===== config.mk =====
export PLATFORM = sky130hd
export DESIGN_NAME = dtk_queue
export DESIGN_NICKNAME = d
export VERILOG_FILES = /design/src/design/assert_macros.svh /design/src/design/dtk_pkg.sv /design/src/design/dtk_queue.sv
export SDC_FILE = /design/constraint.sdc
export NUM_CORES = 1
export LEC_CHECK = 0
export BUFFER_PORTS_ARGS = -buffer_cell sky130_fd_sc_hd__buf_4
export CORE_MARGIN = 4
export CORE_UTILIZATION = 45
export DETAILED_ROUTE_END_ITERATION = 10
export SLEW_MARGIN = 5
export SYNTH_ARGS = -nofsm -noshare
export SYNTH_HDL_FRONTEND = slang
export SYNTH_SLANG_ARGS = --single-unit

===== constraint.sdc =====
create_clock -name clk -period 4 [get_ports clk]
set_input_delay 0.8 -clock clk [delete_from_list [all_inputs] [get_ports clk]]
set_output_delay 0.8 -clock clk [all_outputs]
set_load 0.1 [all_outputs]

===== src/design/assert_macros.svh =====
// ---------------------------------------------------------------------------
// Assertion macros
// Shared clocked assertion forms for the detection threshold top-k block.
// ---------------------------------------------------------------------------
`ifndef ASSERT_MACROS_SVH
`define ASSERT_MACROS_SVH

// The property must hold at every clock edge out of reset.
`define DTK_ASSERT(label, prop, msg) \
	label: assert property (@(posedge clk) disable iff (!arst_n) prop) else $error(msg);

// The condition must never be true at a clock edge out of reset.
`define DTK_NEVER(label, cond, msg) \
	label: assert property (@(posedge clk) disable iff (!arst_n) !(cond)) else $error(msg);

`endif


===== src/design/dtk_pkg.sv =====
// ---------------------------------------------------------------------------
// dtk_pkg
// Types, register map and sizing constants of the detection threshold top-k
// block.
// ---------------------------------------------------------------------------
`default_nettype none

package dtk_pkg;

	localparam int MAX_KEEP    = 64;
	localparam int CNT_W       = $clog2(MAX_KEEP + 1);
	localparam int IDX_W       = (MAX_KEEP > 1) ? $clog2(MAX_KEEP) : 1;
	localparam int QUEUE_DEPTH = 4;
	localparam int QPTR_W      = $clog2(QUEUE_DEPTH);
	localparam int ADDR_W      = 5;
	localparam int DATA_W      = 32;

	typedef logic [CNT_W-1:0] cnt_t;
	typedef logic [IDX_W-1:0] idx_t;
	typedef logic [QPTR_W-1:0] qptr_t;
	typedef logic [QPTR_W:0] qlevel_t;
	typedef logic [2:0] reg_idx_t;

	localparam reg_idx_t REG_SCORE_THRESHOLD = 3'd0;
	localparam reg_idx_t REG_SCALE_X         = 3'd1;
	localparam reg_idx_t REG_SCALE_Y         = 3'd2;
	localparam reg_idx_t REG_IMAGE_WIDTH     = 3'd3;
	localparam reg_idx_t REG_IMAGE_HEIGHT    = 3'd4;
	localparam reg_idx_t REG_KEEP_LIMIT      = 3'd5;

	localparam logic [15:0] RST_SCORE_THRESHOLD = 16'd16384;
	localparam logic [15:0] RST_SCALE           = 16'd4096;
	localparam logic [15:0] RST_IMAGE_SIZE      = 16'd10240;
	localparam logic [6:0]  RST_KEEP_LIMIT      = 7'd64;

	typedef struct packed {
		logic [15:0] score_threshold;
		logic [15:0] scale_x;
		logic [15:0] scale_y;
		logic [15:0] image_width;
		logic [15:0] image_height;
		logic [6:0]  keep_limit;
	} cfg_t;

	typedef struct packed {
		logic [15:0]        score;
		logic [7:0]         class_id;
		logic signed [15:0] left;
		logic signed [15:0] top;
		logic signed [15:0] right;
		logic signed [15:0] bottom;
		logic               last_query;
	} in_item_t;

	typedef struct packed {
		logic [15:0] box_x;
		logic [15:0] box_y;
		logic [15:0] box_width;
		logic [15:0] box_height;
		logic [15:0] det_score;
		logic [7:0]  det_class;
		logic        last_result;
		logic        none_found;
	} out_item_t;

	typedef struct packed {
		logic [15:0] score;
		logic [7:0]  class_id;
		logic [15:0] x0;
		logic [15:0] y0;
		logic [15:0] x1;
		logic [15:0] y1;
	} det_t;

	typedef struct packed {
		det_t det;
		logic keep;
		logic last;
	} entry_t;

	typedef struct packed {
		logic valid;
		logic full;
	} q_status_t;

endpackage

`default_nettype wire


===== src/design/dtk_queue.sv =====
// ---------------------------------------------------------------------------
// dtk_queue
// Short first-in first-out queue between the front and the back part.
// ---------------------------------------------------------------------------
`default_nettype none

module dtk_queue (
	input  wire logic            clk,
	input  wire logic            arst_n,
	input  wire logic            wr_en,
	input  wire dtk_pkg::entry_t wr_data,
	input  wire logic            rd_en,
	output dtk_pkg::entry_t      rd_data,
	output dtk_pkg::q_status_t   status
);

	dtk_pkg::entry_t  mem_q [dtk_pkg::QUEUE_DEPTH];
	dtk_pkg::qptr_t   wr_ptr_q;
	dtk_pkg::qptr_t   rd_ptr_q;
	dtk_pkg::qlevel_t level_q;
	logic             do_wr;
	logic             do_rd;

	assign status.valid = level_q != '0;
	assign status.full  = level_q == dtk_pkg::qlevel_t'(dtk_pkg::QUEUE_DEPTH);
	assign do_wr        = wr_en && !status.full;
	assign do_rd        = rd_en && status.valid;
	assign rd_data      = mem_q[rd_ptr_q];

	always_ff @(posedge clk or negedge arst_n) begin
		if (!arst_n) begin
			wr_ptr_q <= '0;
			rd_ptr_q <= '0;
			level_q  <= '0;
		end else begin
			if (do_wr) begin
				wr_ptr_q <= wr_ptr_q + dtk_pkg::qptr_t'(1);
			end
			if (do_rd) begin
				rd_ptr_q <= rd_ptr_q + dtk_pkg::qptr_t'(1);
			end
			if (do_wr && !do_rd) begin
				level_q <= level_q + dtk_pkg::qlevel_t'(1);
			end else if (do_rd && !do_wr) begin
				level_q <= level_q - dtk_pkg::qlevel_t'(1);
			end
		end
	end

	always_ff @(posedge clk) begin
		if (do_wr) begin
			mem_q[wr_ptr_q] <= wr_data;
		end
	end

endmodule

`default_nettype wire


==> metrics.txt <==
core area 29000 sq um; Iter 0 DRT Violations about 320; die area 32600 sq um; # fillers 2222; placed cells between 1k and 1.5k; Die X between 150 and 200 um; first-pass GRT wire length 39.7 mm; Post-DP Area ~15000 sq um; HP Class input port to async pin; postcts setup bufs 0; crit path launch rd_ptr_q[0]; post-route setup TNS 0 ps; largest net degree at the start of global routing 78; I/O Pins ~190; Final Setup Violations 0; fraction of layout cells with a size suffix above 1 46.0%; Placer Congestion 0.715; Setup crit end rd_data[85]; status finished, final reports clean; area occupied by multi-input gates around 2300 sq um; Non-Filler Instances about 1.1k; yosys warns 0; most frequent CP cell buf_4; worst r2r path cells 4; Crit path required time between 3000 and 4000 ps; Vias approximately 6k; Buffers on Ports about 190; final WL around 26 mm; Slew @ Worst Pin 667 ps; initial antenna violation count 2; CTS H-Tree Depth 2; fin util 56.7%; MaxCap Viol Count 0; FF-to-FF End mem_q[0][24]; Fin Clk Skew a little under 20 ps; grt total ovfl 0; Mapped Nets 605; post-synthesis sequential area ratio 81.9%; Vias/cell between 5 and 6; Starting Density 46.2%; crit path kind flop to primary output; RR Startpoint level_q[2]; Detail Route Antenna Nets 0; Final Hold Fails 0; flop2flop setup slack roughly 1600 ps; CTS clk-pin slew, worst paths ~60 ps; Seq cells post-synth ~370; Skew-Pair Late Insertion Delay 510 ps; FP Rows 62; clk sink count between 300 and 400; Synth cell types 19; CTS buffer count 38; slowest stage cell, crit path dfrtp_4; mapped cell area 13400 sq um; all-layer global routing usage around 16%; Nets a little over 800; Final Max Tran Viols 0; Crit Path Max Fanout 31; CP Buf/Inv Count 2; WP depth 3; Setup crit end kind primary output; clock tree buffer depth 3; design area around 16000 sq um; Syn Area/Cell ~27 sq um; # hold bufs at CTS 0; DRC 0; WL per Instance 22.9 um; die height approximately 180 um; TritonCTS clock tree yes; area grow syn2layout 22.6%; min Tclk post-route around 3400 ps; post-synthesis cell count ~500; sequential cell area ~11000 sq um; root buffer cell clkbuf_16; cell family with the largest share of critical-path delay flip-flops; startpoint types flop; final period utilization 85.6%; Critical Path, Cell by Cell buf_4, mux4_2, buf_4; post_cts resized 0; Slew headroom a little under three fifths; FMAX 0.292 GHz; number of global-route vias before repair around 6.7k; n_diodes 0; Worst path max stage delay 850 ps; WP data arrival between 2000 and 3000 ps; HPWL after DPL between 15 and 20 mm; RSZ-0062 raised after global routing no; drt pass-1 iters 4
-- logic make-up after synthesis --
logic type	synth area share, %
flip-flops	81.9
AND/OR/NAND/NOR	0.467
buffers and inverters	1.31
multiplexers	15.3
XOR/XNOR	0.392
adder cells (fa/ha/maj)	0.616
-- cell type report --
type / count / share of cell area [%]
flip-flops and latches: 367 / 66.9
well taps: 384 / 2.92
clock inverters: 9 / 0.396
repair buffers: 197 / 9.45
multi-input cells: 114 / 13.7
clock buffers: 54 / 6.54
inverters: 3 / 0.0685
-- cells in the mapped netlist (all sizes together) --
master / n / area [sq um]
mux4: 90 / 2030
nor2b: 1 / 6.26
buf: 21 / 164
nand3: 1 / 5.00
edfxtp: 360 / 10800
nor2: 1 / 3.75
and2: 4 / 25.0
mux2: 2 / 22.5
nand2: 1 / 3.75
dfrtp: 7 / 175
or3: 1 / 6.26
nor3b: 1 / 12.5
fa: 1 / 20.0
xnor2: 4 / 35.0
xor2: 2 / 17.5
ha: 5 / 62.6
inv: 3 / 11.3
-- routing by layer --
layer / share of wire [%] / vias up / track usage [%] / routed length (um)
met4: 2.0 / 4 / 4.72 / 522
met3: 6.6 / 45 / 4.32 / 1710
met5: 0.13 / - / 0 / 34
li1: - / 2599 / - / -
met1: 37 / 3185 / 19.3 / 9610
met2: 54 / 169 / 27.7 / 13900
-- how the worst min path moves through the flow --
stage                     from          end  slack, ps  cells past startpoint
floorplan           level_q[2]   level_q[2]        450                      1
global placement    level_q[2]   level_q[2]        470                      1
detailed placement  level_q[2]   level_q[2]        510                      1
CTS                     arst_n  rd_ptr_q[0]         60                      1
global route            arst_n  rd_ptr_q[0]         70                      1
finish                  arst_n  rd_ptr_q[1]         90                      1
-- cell usage in the layout (no fill, tap or decap) --
cell type / Yosys / layout
or3_1: 1 / 1
nor3b_2: 1 / 1
clkbuf_1: 0 / 13
inv_1: 3 / 3
bufinv_16: 0 / 1
dfrtp_1: 7 / 5
buf_4: 1 / 191
ha_1: 5 / 5
clkbuf_16: 0 / 41
nand3_1: 1 / 1
clkinv_1: 0 / 4
nor2b_1: 1 / 1
dfrtp_4: 0 / 2
fa_1: 1 / 1
mux4_2: 90 / 90
edfxtp_1: 360 / 360
nand2_1: 1 / 1
buf_12: 0 / 6
clkinv_2: 0 / 4
xnor2_1: 4 / 4
mux2_2: 2 / 2
xor2_1: 2 / 2
and2_4: 0 / 4
nor2_1: 1 / 1
-- worst reg2reg max path, stage by stage, from the launching register on --
cell and delay, ps:
dfrtp_1 400, nor3b_2 180, nor2b_1 470, and2_4 620, buf_12 390
-- sequential cells by signal (all words and copies together) (netlist names) --
name	flops
level_q	3
mem_q	360
rd_ptr_q	2
wr_ptr_q	2
-- through the flow --
step                      setup WS, ps  hold slack (ps)
after global routing               368             72.1
final                              576             87.5
after floorplan                    258              445
after CTS                          445             60.3
after detailed placement          1010              512
after global placement            1040              466
Power is not shown: default switching activity piles up to over one toggle a cycle in this logic, so the estimate is an artifact.
