===== src/design/assert_macros.svh =====
// ---------------------------------------------------------------------------
// Assertion macros
// Shared clocked assertion forms for the detection threshold top-k block.
// ---------------------------------------------------------------------------
`ifndef ASSERT_MACROS_SVH
`define ASSERT_MACROS_SVH

// The property must hold at every clock edge out of reset.
`define DTK_ASSERT(label, prop, msg) \
	label: assert property (@(posedge clk) disable iff (!arst_n) prop) else $error(msg);

// The condition must never be true at a clock edge out of reset.
`define DTK_NEVER(label, cond, msg) \
	label: assert property (@(posedge clk) disable iff (!arst_n) !(cond)) else $error(msg);

`endif


===== src/design/dtk_pkg.sv =====
// ---------------------------------------------------------------------------
// dtk_pkg
// Types, register map and sizing constants of the detection threshold top-k
// block.
// ---------------------------------------------------------------------------
`default_nettype none

package dtk_pkg;

	localparam int MAX_KEEP    = 64;
	localparam int CNT_W       = $clog2(MAX_KEEP + 1);
	localparam int IDX_W       = (MAX_KEEP > 1) ? $clog2(MAX_KEEP) : 1;
	localparam int QUEUE_DEPTH = 4;
	localparam int QPTR_W      = $clog2(QUEUE_DEPTH);
	localparam int ADDR_W      = 5;
	localparam int DATA_W      = 32;

	typedef logic [CNT_W-1:0] cnt_t;
	typedef logic [IDX_W-1:0] idx_t;
	typedef logic [QPTR_W-1:0] qptr_t;
	typedef logic [QPTR_W:0] qlevel_t;
	typedef logic [2:0] reg_idx_t;

	localparam reg_idx_t REG_SCORE_THRESHOLD = 3'd0;
	localparam reg_idx_t REG_SCALE_X         = 3'd1;
	localparam reg_idx_t REG_SCALE_Y         = 3'd2;
	localparam reg_idx_t REG_IMAGE_WIDTH     = 3'd3;
	localparam reg_idx_t REG_IMAGE_HEIGHT    = 3'd4;
	localparam reg_idx_t REG_KEEP_LIMIT      = 3'd5;

	localparam logic [15:0] RST_SCORE_THRESHOLD = 16'd16384;
	localparam logic [15:0] RST_SCALE           = 16'd4096;
	localparam logic [15:0] RST_IMAGE_SIZE      = 16'd10240;
	localparam logic [6:0]  RST_KEEP_LIMIT      = 7'd64;

	typedef struct packed {
		logic [15:0] score_threshold;
		logic [15:0] scale_x;
		logic [15:0] scale_y;
		logic [15:0] image_width;
		logic [15:0] image_height;
		logic [6:0]  keep_limit;
	} cfg_t;

	typedef struct packed {
		logic [15:0]        score;
		logic [7:0]         class_id;
		logic signed [15:0] left;
		logic signed [15:0] top;
		logic signed [15:0] right;
		logic signed [15:0] bottom;
		logic               last_query;
	} in_item_t;

	typedef struct packed {
		logic [15:0] box_x;
		logic [15:0] box_y;
		logic [15:0] box_width;
		logic [15:0] box_height;
		logic [15:0] det_score;
		logic [7:0]  det_class;
		logic        last_result;
		logic        none_found;
	} out_item_t;

	typedef struct packed {
		logic [15:0] score;
		logic [7:0]  class_id;
		logic [15:0] x0;
		logic [15:0] y0;
		logic [15:0] x1;
		logic [15:0] y1;
	} det_t;

	typedef struct packed {
		det_t det;
		logic keep;
		logic last;
	} entry_t;

	typedef struct packed {
		logic valid;
		logic full;
	} q_status_t;

endpackage

`default_nettype wire


===== src/design/dtk_cfg.sv =====
// ---------------------------------------------------------------------------
// dtk_cfg
// Configuration register file behind the APB-style port.
// ---------------------------------------------------------------------------
`default_nettype none

module dtk_cfg (
	input  wire logic                        clk,
	input  wire logic                        arst_n,
	input  wire logic                        psel,
	input  wire logic                        penable,
	input  wire logic                        pwrite,
	input  wire logic [dtk_pkg::ADDR_W-1:0]  paddr,
	input  wire logic [dtk_pkg::DATA_W-1:0]  pwdata,
	output logic      [dtk_pkg::DATA_W-1:0]  prdata,
	output logic                             pready,
	output dtk_pkg::cfg_t                    cfg
);

	dtk_pkg::cfg_t     cfg_q;
	dtk_pkg::reg_idx_t idx;
	logic              wr_en;

	assign idx    = paddr[dtk_pkg::ADDR_W-1:2];
	assign wr_en  = psel && penable && pwrite;
	assign pready = 1'b1;
	assign cfg    = cfg_q;

	always_ff @(posedge clk or negedge arst_n) begin
		if (!arst_n) begin
			cfg_q.score_threshold <= dtk_pkg::RST_SCORE_THRESHOLD;
			cfg_q.scale_x         <= dtk_pkg::RST_SCALE;
			cfg_q.scale_y         <= dtk_pkg::RST_SCALE;
			cfg_q.image_width     <= dtk_pkg::RST_IMAGE_SIZE;
			cfg_q.image_height    <= dtk_pkg::RST_IMAGE_SIZE;
			cfg_q.keep_limit      <= dtk_pkg::RST_KEEP_LIMIT;
		end else if (wr_en) begin
			case (idx)
				dtk_pkg::REG_SCORE_THRESHOLD: cfg_q.score_threshold <= pwdata[15:0];
				dtk_pkg::REG_SCALE_X:         cfg_q.scale_x         <= pwdata[15:0];
				dtk_pkg::REG_SCALE_Y:         cfg_q.scale_y         <= pwdata[15:0];
				dtk_pkg::REG_IMAGE_WIDTH:     cfg_q.image_width     <= pwdata[15:0];
				dtk_pkg::REG_IMAGE_HEIGHT:    cfg_q.image_height    <= pwdata[15:0];
				dtk_pkg::REG_KEEP_LIMIT:      cfg_q.keep_limit      <= pwdata[6:0];
				default: begin
				end
			endcase
		end
	end

	always_comb begin
		case (idx)
			dtk_pkg::REG_SCORE_THRESHOLD: prdata = {16'd0, cfg_q.score_threshold};
			dtk_pkg::REG_SCALE_X:         prdata = {16'd0, cfg_q.scale_x};
			dtk_pkg::REG_SCALE_Y:         prdata = {16'd0, cfg_q.scale_y};
			dtk_pkg::REG_IMAGE_WIDTH:     prdata = {16'd0, cfg_q.image_width};
			dtk_pkg::REG_IMAGE_HEIGHT:    prdata = {16'd0, cfg_q.image_height};
			dtk_pkg::REG_KEEP_LIMIT:      prdata = {25'd0, cfg_q.keep_limit};
			default:                      prdata = '0;
		endcase
	end

endmodule

`default_nettype wire


===== config.mk =====
export PLATFORM = sky130hd
export DESIGN_NAME = dtk_cfg
export DESIGN_NICKNAME = d
export VERILOG_FILES = /design/src/design/assert_macros.svh /design/src/design/dtk_pkg.sv /design/src/design/dtk_cfg.sv
export SDC_FILE = /design/constraint.sdc
export NUM_CORES = 1
export LEC_CHECK = 0
export BUFFER_PORTS_ARGS = -buffer_cell sky130_fd_sc_hd__buf_2
export CAP_MARGIN = 20
export CORE_MARGIN = 3
export CORE_UTILIZATION = 45
export DETAILED_ROUTE_END_ITERATION = 16
export HOLD_SLACK_MARGIN = 0.1
export PLACE_DENSITY_LB_ADDON = 0.05
export SYNTH_ARGS = -nofsm -noshare
export SYNTH_HDL_FRONTEND = slang
export SYNTH_SLANG_ARGS = --single-unit

===== constraint.sdc =====
create_clock -name clk -period 1.8 [get_ports clk]
set_clock_uncertainty 0.15 [all_clocks]
set_input_delay 0.36 -clock clk [delete_from_list [all_inputs] [get_ports clk]]
set_output_delay 0.36 -clock clk [all_outputs]
set_load 0.03 [all_outputs]

==> summary.txt <==
Run status
  • Outcome: finished, violations left
  • Violated checks: setup timing

Place
  • GPL Wtd Cong: 0.7366
  • Final HPWL DP: 7771 µm
  • Port buffer count: 126
  • Post-DP Area: roughly 0.0054 mm²

Detailed routing
  • Final WL: 11220 µm
  • DR vias/cell: between 5 and 6
  • Vias: 3113
  • Routed Antenna Nets: 0
  • DRT Pass-1 Iters: 4
  • Drt drc: 0
  • Wire per inst: 18.07 µm
  • Drt first-iter violations: 93

Logic synthesis
  • Yosys warns: 0
  • Number of synthesized register bits: 87
  • Number of distinct library cells after synthesis: 33
  • Main synth FF type: dfrtp_1
  • Synthesized area per cell: roughly 14 µm²
  • Async S/R FF share, synth: 100.0%
  • Main area contributors after synthesis: dfrtp_1 45%, mux2_2 20%, mux2_4 6.9%, mux2i_1 5.1%, dfstp_2 4.8%
  • Number of synthesized flops with an enable pin: 0
  • Post-synth top area share: 45.45%
  • Register area share after synthesis: 50.29%
  • Synthesized netlist cell count: 300
  • Cell Area, Synth: 0.004349 mm²
  • Synth area leader: dfrtp_1

Die
  • Row count: 35
  • Die height: roughly 100 µm
  • Die Wd: 104.3 µm
  • Die area: around 0.011 mm²
  • Core box area: 0.009328 mm²
  • Starting Density: 46.63%
  • # IOs: 162

Setup path
  • Crit Path Class: flop to output port
  • Crit-path slowest cell: mux4_2
  • Top delay family on crit path: multiplexers
  • Setup crit end kind: output port
  • Worst Setup Start Kind: flop
  • Worst endpoint required time: roughly 1300 ps
  • Critical path, cell by cell: mux4_2 > and2_4 > a21o_4 > buf_6
  • Crit path buffers/inverters: 1
  • Largest fanout on the critical path: 2
  • Arrival time at the worst endpoint: 1670 ps
  • CP peak stage delay: 450 ps

GRT
  • Initial antenna violation count: 0
  • First-pass GRT wire length: 18130 µm
  • Vias in the first global route: 3217
  • Pin count of the biggest net entering global routing: 33
  • GRT Total Usage: 21.04%
  • Grt ovf: 0

Final layout
  • Post-route cell area: 0.006127 mm²
  • Fin nets: 529
  • Synth-to-Final Area Change: 40.88%
  • Layout cells sized above 1: approximately 73%
  • Diodes inserted: 0
  • Leading cell type in the layout, fill and taps excluded: buf_2
  • Util after Layout: between 60% and 70%
  • Max reg flops: 87
  • Most frequent cells in the layout: 106 x buf_2, 75 x dfrtp_1, 74 x mux2_2, 49 x buf_4, 24 x mux2_4

Clock tree
  • Num CTS Buffers: 9
  • Clock Tree Buf Depth: 2
  • Clock Tree Root: clkbuf_8
  • H-tree levels: 3
  • Clk Latency, worst-skew pair: 340 ps
  • Reg clk slew, reported paths: 90 ps
  • CTS Sinks: a little under 90
  • TritonCTS clock tree: yes

Run
  • Max-Cap Viols: 0

Pwr
  • P_leak: 3.133 nW
  • Worst IR Drop VDD: ~530 µV
  • PwrDens: between 1000 and 1500 mW/mm²
  • Power Total: slightly below 7 mW

Timing
  • Slew Viols, Final: 0
  • Final period util: 120.9%
  • Post-route setup TNS: -2171 ps
  • Tmin final: approximately 2200 ps
  • Fmax: approximately 460 MHz
  • Final setup fails: 16
  • Final Worst Setup Slack: -376.2 ps
  • Hold_ws: between 100 and 150 ps
  • Hold Vio Cnt, Final: 0
  • RSZ-0062 raised after global routing: true

Worst hold path
  • Hold WC Path Type: input pin to flop
## power by group
group / total (mW) / switching (mW) / leakage [nW] / internal [mW]
clock: 1.43 / 0.704 / 0.0988 / 0.722
sequential: 2.64 / 0.279 / 1.09 / 2.37
combinational: 2.69 / 1.56 / 1.95 / 1.13
total: 6.76 / 2.54 / 3.13 / 4.22
## worst reg2reg max path, delay by kind of cell, from the launching register on
kind | cells | cell delay [ps]
DFF | 1 | 400
buffers and inverters | 2 | 270
muxes | 1 | 260
## final cells by class
type | instances | area (µm²)
tap | 129 | 161.4
clock inverter | 4 | 53.80
clock buffer | 12 | 155.1
inverter | 2 | 7.507
multi-input combinational | 194 | 2082
sequential | 87 | 2192
fill | 743 | 3201
timing repair buffer | 193 | 1475
## path summary, 6_finish.rpt
path                       startpoint  slack, ps        end  cells past startpoint
setup / recovery              cfg[48]       -380  prdata[9]                      4
hold / removal             pwdata[14]        150    cfg[69]                      2
setup reg to reg              cfg[82]        610    cfg[82]                      3
hold reg to reg               cfg[30]        380    cfg[30]                      1
min in group asynchronous      arst_n        310    cfg[30]                      2
max in group asynchronous      arst_n        640     cfg[6]                      3
## what timing repair did
| item | in CTS | in global routing |
|---|---|---|
| cloned | 2 | 0 |
| setup buffers | 18 | 10 |
| resized for setup | 57 | 13 |
| pin swaps | 6 | 2 |
| endpoints found under the hold margin | 79 | 0 |
| hold buffers | 1 | 0 |
| setup endpoints to repair | 16 | 17 |
## cell families (layout without fill, tap and decap cells)
group           count (synthesis)  after routing  synth area share [%]
mux                           121            121                 32.68
flops                          87             87                 50.29
simple gates                   28             28                 5.495
compound gates                 28             28                 4.920
other cells                     2             17                0.1727
buf+inv                        34            211                 6.444
## per-layer routing
metal / track usage [%] / routed length (µm) / up-vias
met2: 33.21 / 5316 / 98
met1: 30.00 / 5190 / 1564
met4: 5.128 / 95 / 0
met3: 3.973 / 619 / 8
li1: - / - / 1443
met5: 0 / 0 / -
## through the flow
step                      worst slack [ps]  std cells
after floorplan                      4.578        315
after global placement              -320.3        575
after detailed placement            -313.9        575
after CTS                           -392.0        611
after global routing                -444.7        621
final                               -376.2        621
## Yosys cell counts (2+ instances only)
cell / instances
a221o_1: 5
a221oi_1: 2
a22oi_1: 4
a31oi_1: 2
buf_12: 2
buf_2: 6
buf_4: 18
buf_6: 6
conb_1: 2
dfrtp_1: 79
dfstp_2: 8
inv_1: 2
mux2_2: 78
mux2_4: 20
mux2i_1: 22
nand2_1: 4
nand2b_1: 3
nor2_1: 8
nor2_8: 4
nor2b_1: 2
o21ai_0: 5
o22a_1: 5
o22ai_1: 3
Power figures use the tool's default switching activity.
